## src/design/wlef_pkg.sv

```systemverilog
// wlef_pkg: shared types, sizes and codes for the window local extrema flag block
// no dependencies; imported by wlef_ctrl, wlef_datapath and the top level
`default_nettype none
package wlef_pkg;

    // sizing
    localparam int MAX_WIDTH  = 1024;
    localparam int MAX_HALF   = 7;
    localparam int ROW_LIMIT  = 4096;
    localparam int RING_DEPTH = (2 * MAX_HALF + 1) * MAX_WIDTH;
    localparam int AW         = $clog2(RING_DEPTH);
    localparam int CW         = $clog2(MAX_WIDTH);
    localparam int WW         = CW + 1;
    localparam int RW         = $clog2(ROW_LIMIT) + 1;
    localparam int HW         = $clog2(MAX_HALF + 1);
    localparam int CNT_W      = $clog2((2 * MAX_HALF + 1) * (2 * MAX_HALF + 1) + 1);
    localparam int LUMA_W     = 18;

    // field widths
    localparam int CFG_W_W    = 11;
    localparam int CFG_H_W    = 13;
    localparam int CFG_K_W    = 4;
    localparam int CFG_IDX_W  = 2;
    localparam int CFG_DATA_W = 13;
    localparam int COLOR_W    = 8;
    localparam int IN_DATA_W  = 24;
    localparam int PIX_X_W    = 10;
    localparam int PIX_Y_W    = 12;
    localparam int OUT_DATA_W = 24;

    // register indexes
    localparam logic [CFG_IDX_W-1:0] CFG_WIDTH  = 2'd0;
    localparam logic [CFG_IDX_W-1:0] CFG_HEIGHT = 2'd1;
    localparam logic [CFG_IDX_W-1:0] CFG_K      = 2'd2;

    typedef enum logic [2:0] {
        ST_IDLE,
        ST_STORE,
        ST_CHECK,
        ST_CENTER,
        ST_SCAN,
        ST_EMIT
    } t_state;

    typedef struct packed {
        logic capture;
        logic store;
        logic restart;
        logic start;
        logic rd_center;
        logic center;
        logic step;
        logic accum;
        logic emit;
    } t_cmd;

    typedef struct packed {
        logic frame_over;
        logic win_ready;
        logic scan_done;
        logic out_busy;
    } t_sts;

    // wrap a ring address that went at most one depth past the end
    function automatic logic [AW-1:0] ring_wrap(input logic [AW:0] v);
        logic [AW:0] d;
        d = (AW+1)'(RING_DEPTH);
        if (v >= d) begin
            ring_wrap = AW'(v - d);
        end else begin
            ring_wrap = v[AW-1:0];
        end
    endfunction

endpackage
`default_nettype wire

```

## src/design/wlef_ctrl.sv

```systemverilog
// wlef_ctrl: sequencer for one item: store, readiness check, window scan, result
// depends on wlef_pkg
`default_nettype none
module wlef_ctrl import wlef_pkg::*; (
    input  wire logic i_clk,
    input  wire logic i_rst_n,
    input  wire logic i_in_valid,
    output logic      o_in_ready,
    output t_cmd      o_cmd,
    input  wire t_sts i_sts
);

    t_state r_state, n_state;

    // state register
    always_ff @(posedge i_clk) begin
        if (!i_rst_n) begin
            r_state <= ST_IDLE;
        end else begin
            r_state <= n_state;
        end
    end

    // next state and commands
    always_comb begin
        n_state    = r_state;
        o_cmd      = '0;
        o_in_ready = 1'b0;
        case (r_state)
            ST_IDLE: begin
                o_in_ready = 1'b1;
                if (i_in_valid) begin
                    o_cmd.capture = 1'b1;
                    n_state       = ST_STORE;
                end
            end
            ST_STORE: begin
                o_cmd.store = 1'b1;
                n_state     = ST_CHECK;
            end
            ST_CHECK: begin
                o_cmd.rd_center = 1'b1;
                if (i_sts.frame_over) begin
                    o_cmd.restart = 1'b1;
                    n_state       = ST_IDLE;
                end else if (i_sts.win_ready) begin
                    o_cmd.start = 1'b1;
                    n_state     = ST_CENTER;
                end else begin
                    n_state = ST_IDLE;
                end
            end
            ST_CENTER: begin
                o_cmd.center = 1'b1;
                o_cmd.step   = 1'b1;
                n_state      = ST_SCAN;
            end
            ST_SCAN: begin
                o_cmd.accum = 1'b1;
                if (i_sts.scan_done) begin
                    n_state = ST_EMIT;
                end else begin
                    o_cmd.step = 1'b1;
                end
            end
            ST_EMIT: begin
                if (!i_sts.out_busy) begin
                    o_cmd.emit = 1'b1;
                    n_state    = ST_IDLE;
                end
            end
            default: begin
                n_state = ST_IDLE;
            end
        endcase
    end

endmodule
`default_nettype wire

```

## config.mk

```make
export PLATFORM = sky130hd
export DESIGN_NAME = wlef_ctrl
export DESIGN_NICKNAME = d
export VERILOG_FILES = /design/src/design/wlef_pkg.sv /design/src/design/wlef_ctrl.sv
export SDC_FILE = /design/constraint.sdc
export NUM_CORES = 1
export LEC_CHECK = 0
export BUFFER_PORTS_ARGS = -buffer_cell sky130_fd_sc_hd__clkbuf_2
export CORE_AREA = 2 2 39 41
export DETAILED_ROUTE_END_ITERATION = 6
export DIE_AREA = 0 0 41 43
export GPL_ROUTABILITY_DRIVEN = 1
export MAX_ROUTING_LAYER = met4
export PLACE_DENSITY = 0.48
export REMOVE_ABC_BUFFERS = 1
export SLEW_MARGIN = 20
export SYNTH_ARGS = -nofsm -noshare
export SYNTH_HDL_FRONTEND = slang
export SYNTH_SLANG_ARGS = --single-unit
```

## constraint.sdc

```tcl
create_clock -name i_clk -period 2.2 [get_ports i_clk]
set_input_delay 0 -clock i_clk [delete_from_list [all_inputs] [get_ports i_clk]]
set_output_delay 0 -clock i_clk [all_outputs]
set_load 0.01 [all_outputs]
```

==> results.md <==
- Combinational share of power: 0.217
- Drt total wl: 555 um
- Worst hold path type: input pin to flop
- Compound-gate portion of the synthesized area: 0.116
- I/O pin cnt: 17
- Diode count: 0
- Share of cells above drive strength 1: 0.542
- DR vias: about 270
- CTS Hold Bufs: 0
- All-Layer GR Usage: 0.0761
- Initial Util: 0.194
- Biggest register: r_state
- Status: completed
- Die area: about 1800 sq um
- Largest net degree at the start of global routing: 11
- Root Buffer: clkbuf_4
- Total global routing overflow: 0
- Largest registers: r_state x3
- Final hold vios: 0
- GPL Wtd Cong: between 0.6 and 0.7
- Worst-Margin Slew: between 0.3 and 0.4 ns
- Fmax: roughly 800 MHz
- Xor/xnor share of the synthesized area: 0
- Post-synthesis mux area share: 0.112
- Setup violators final: 0
- Vias in the first global route: about 220
- Mean Syn Cell Area: around 9.0 sq um
- Leak Pwr: 0.194 nW
- Avg Vias per Cell: a little over 4
- Die height: 43 um
- Ys flop type: dfxtp_1
- IO Port Bufs: 16
- Register area: ~60 sq um
- Clock skew: about 0.0032 ns
- Clk pwr share: 0.463
- Critical Path RT: ~2.2 ns
- Max Cap Viol: 0
- Metal-1 WL: approximately 230 um
- Post-synth EDFFs: 0
- Share of power burned in registers: 0.321
- Post-synthesis sequential element count: 3
- Filler cells: 161
- Ys Warns: 0
- Synth Cell Area: around 270 sq um
- Part of the Yosys area used for sequential elements: 0.223
- CP endpoint kind: output port
- Antenna violations before repair: 0
- Post-DP Area: approximately 350 sq um
- Post-CTS setup buffer count: 0
- Row count: 14
- CORE AREA: approximately 1400 sq um
- Mapped Cells: 30
- Global-route wire length before repair: about 820 um
- Crit-path max FO: 9
- DPL Wire Length: 471 um
- VDD IR-drop max: ~0.00029 V
- Worst-path clk slew: roughly 0.040 ns
- Net Sw Frac: 0.266
- Tcrit/Tclk final: 0.570
- Pwr Density: 544 nW/um^2
- Drt wl/cell: roughly 8.7 um
- Area delta synth->final: 38.6%
- TNS Setup: 0 ns
- Footprint of the multi-input gates: around 180 sq um
- Startpoint types: flop
- Netlist cell types: 20
- DRT Pass-1 Iters: 2
- Slew Limit Fails: 0
- Sink Count: 3
- DR top layer: met3
- Synth Area in Simple Gates: 0.437
- CTS tree: done
- Area share of fa/ha/maj cells after synthesis: 0
- Clk_lat worst skew: ~0.23 ns
- DRT antenna net count: 0
- Internal cell power: roughly 150 uW
- Post_cts resized: 0
- Remaining DRCs: 0
- DRC marker count from the first detailed-route iteration: 7
- Clock Tree Buf Depth: 2
- Max reg flops: 3
- CP Data Arrival Time: 1.25 ns
- Setup CP Type: flop to output port
- Psw: around 54 uW
- Metal3 WL: about 27 um
- Largest family of logic cells by synthesized area: simple AND/OR/NAND/NOR gates
- Nets: 56
- Min Tclk post-route: roughly 1.3 ns
- Worst slew margin: 0.793
- Met2 wire length: between 300 and 400 um
- Fin area: around 370 sq um
- CTS buffer count: 3
- H-tree Lvls: 1
- RSZ-0062 raised after global routing: no
- Post-synthesis async set-or-reset flop share: 0
- Die W: 41 um
==> critical path, cell delays in order (launching register included) <==
cell,delay [ns]
dfxtp_1,0.48
nand2b_4,0.22
and2b_2,0.21
clkbuf_2,0.12
==> area by class of cell <==
type                    instances  share of cell area
well taps                      16              0.0537
multi-input cells              23               0.480
repair buffers                 16               0.215
clock buffers                   4              0.0705
flip-flops and latches          3               0.161
inverters                       2              0.0201
==> logic make-up after synthesis <==
logic type	Yosys count
buf+inv	4
compound gates	3
flops	3
mux	3
simple gates	17
==> per-stage QoR <==
stage          power (mW)  worst slack, ns  instances  hold slack (ns)  utilization
3_3_place_gp        0.111             1.18         60            0.286        0.250
2_1_floorplan      0.0914             1.25         28           0.0890            -
6_report            0.203            0.945         64           0.0458        0.269
4_1_cts             0.211            0.930         64           0.0367        0.269
3_5_place_dp        0.111             1.19         60            0.287        0.250
5_1_grt             0.226            0.852         64           0.0410        0.269
==> layer usage <==
metal	global-route usage	vias to the layer above
met5	-	-
li1	-	139
met4	0.0600	0
met3	0.0471	0
met1	0.0740	123
met2	0.103	4
==> cells in the final DEF, fill, tap and decap left out <==
cell,netlist,final
mux2i_1,3,3
o32ai_2,1,1
nand2_1,1,1
and2b_2,1,1
nor2_1,3,3
nor3_1,2,2
inv_1,2,2
and2_1,1,1
clkbuf_2,0,16
and2b_1,1,1
clkbuf_4,0,3
nor2b_1,1,1
and3_2,2,2
nand2b_4,1,1
dfxtp_1,3,3
nor3b_2,1,1
and2_2,1,1
o21a_1,1,1
nand3b_1,1,1
nor3b_1,1,1
clkbuf_1,0,1
o31ai_1,1,1
==> synth_stat cells (2+ instances only) <==
| cell type | number | area share |
|---|---|---|
| and3_2 | 2 | 0.056 |
| nor3_1 | 2 | 0.037 |
| mux2i_1 | 3 | 0.11 |
| buf_6 | 2 | 0.084 |
| inv_1 | 2 | 0.028 |
| dfxtp_1 | 3 | 0.22 |
| nor2_1 | 3 | 0.042 |
==> power by group through the flow <==
stage	Sequential [mW]	Clock (mW)	Combinational [mW]
after floorplan	0.0644	0	0.0270
after global placement	0.0659	0	0.0452
after detailed placement	0.0659	0	0.0448
after CTS	0.0652	0.101	0.0449
after global routing	0.0662	0.111	0.0482
final	0.0650	0.0938	0.0439
==> final timing paths <==
path,cells after the start,start,endpoint,slack [ns]
worst max-delay path,3,r_state[1],o_cmd[0],0.95
worst min-delay path,3,i_rst_n,r_state[0],0.05
worst max register to register,2,r_state[1],r_state[0],1.22
worst min register to register,1,r_state[2],r_state[1],0.59
No activity file was read; power rests on OpenSTA's default activity.
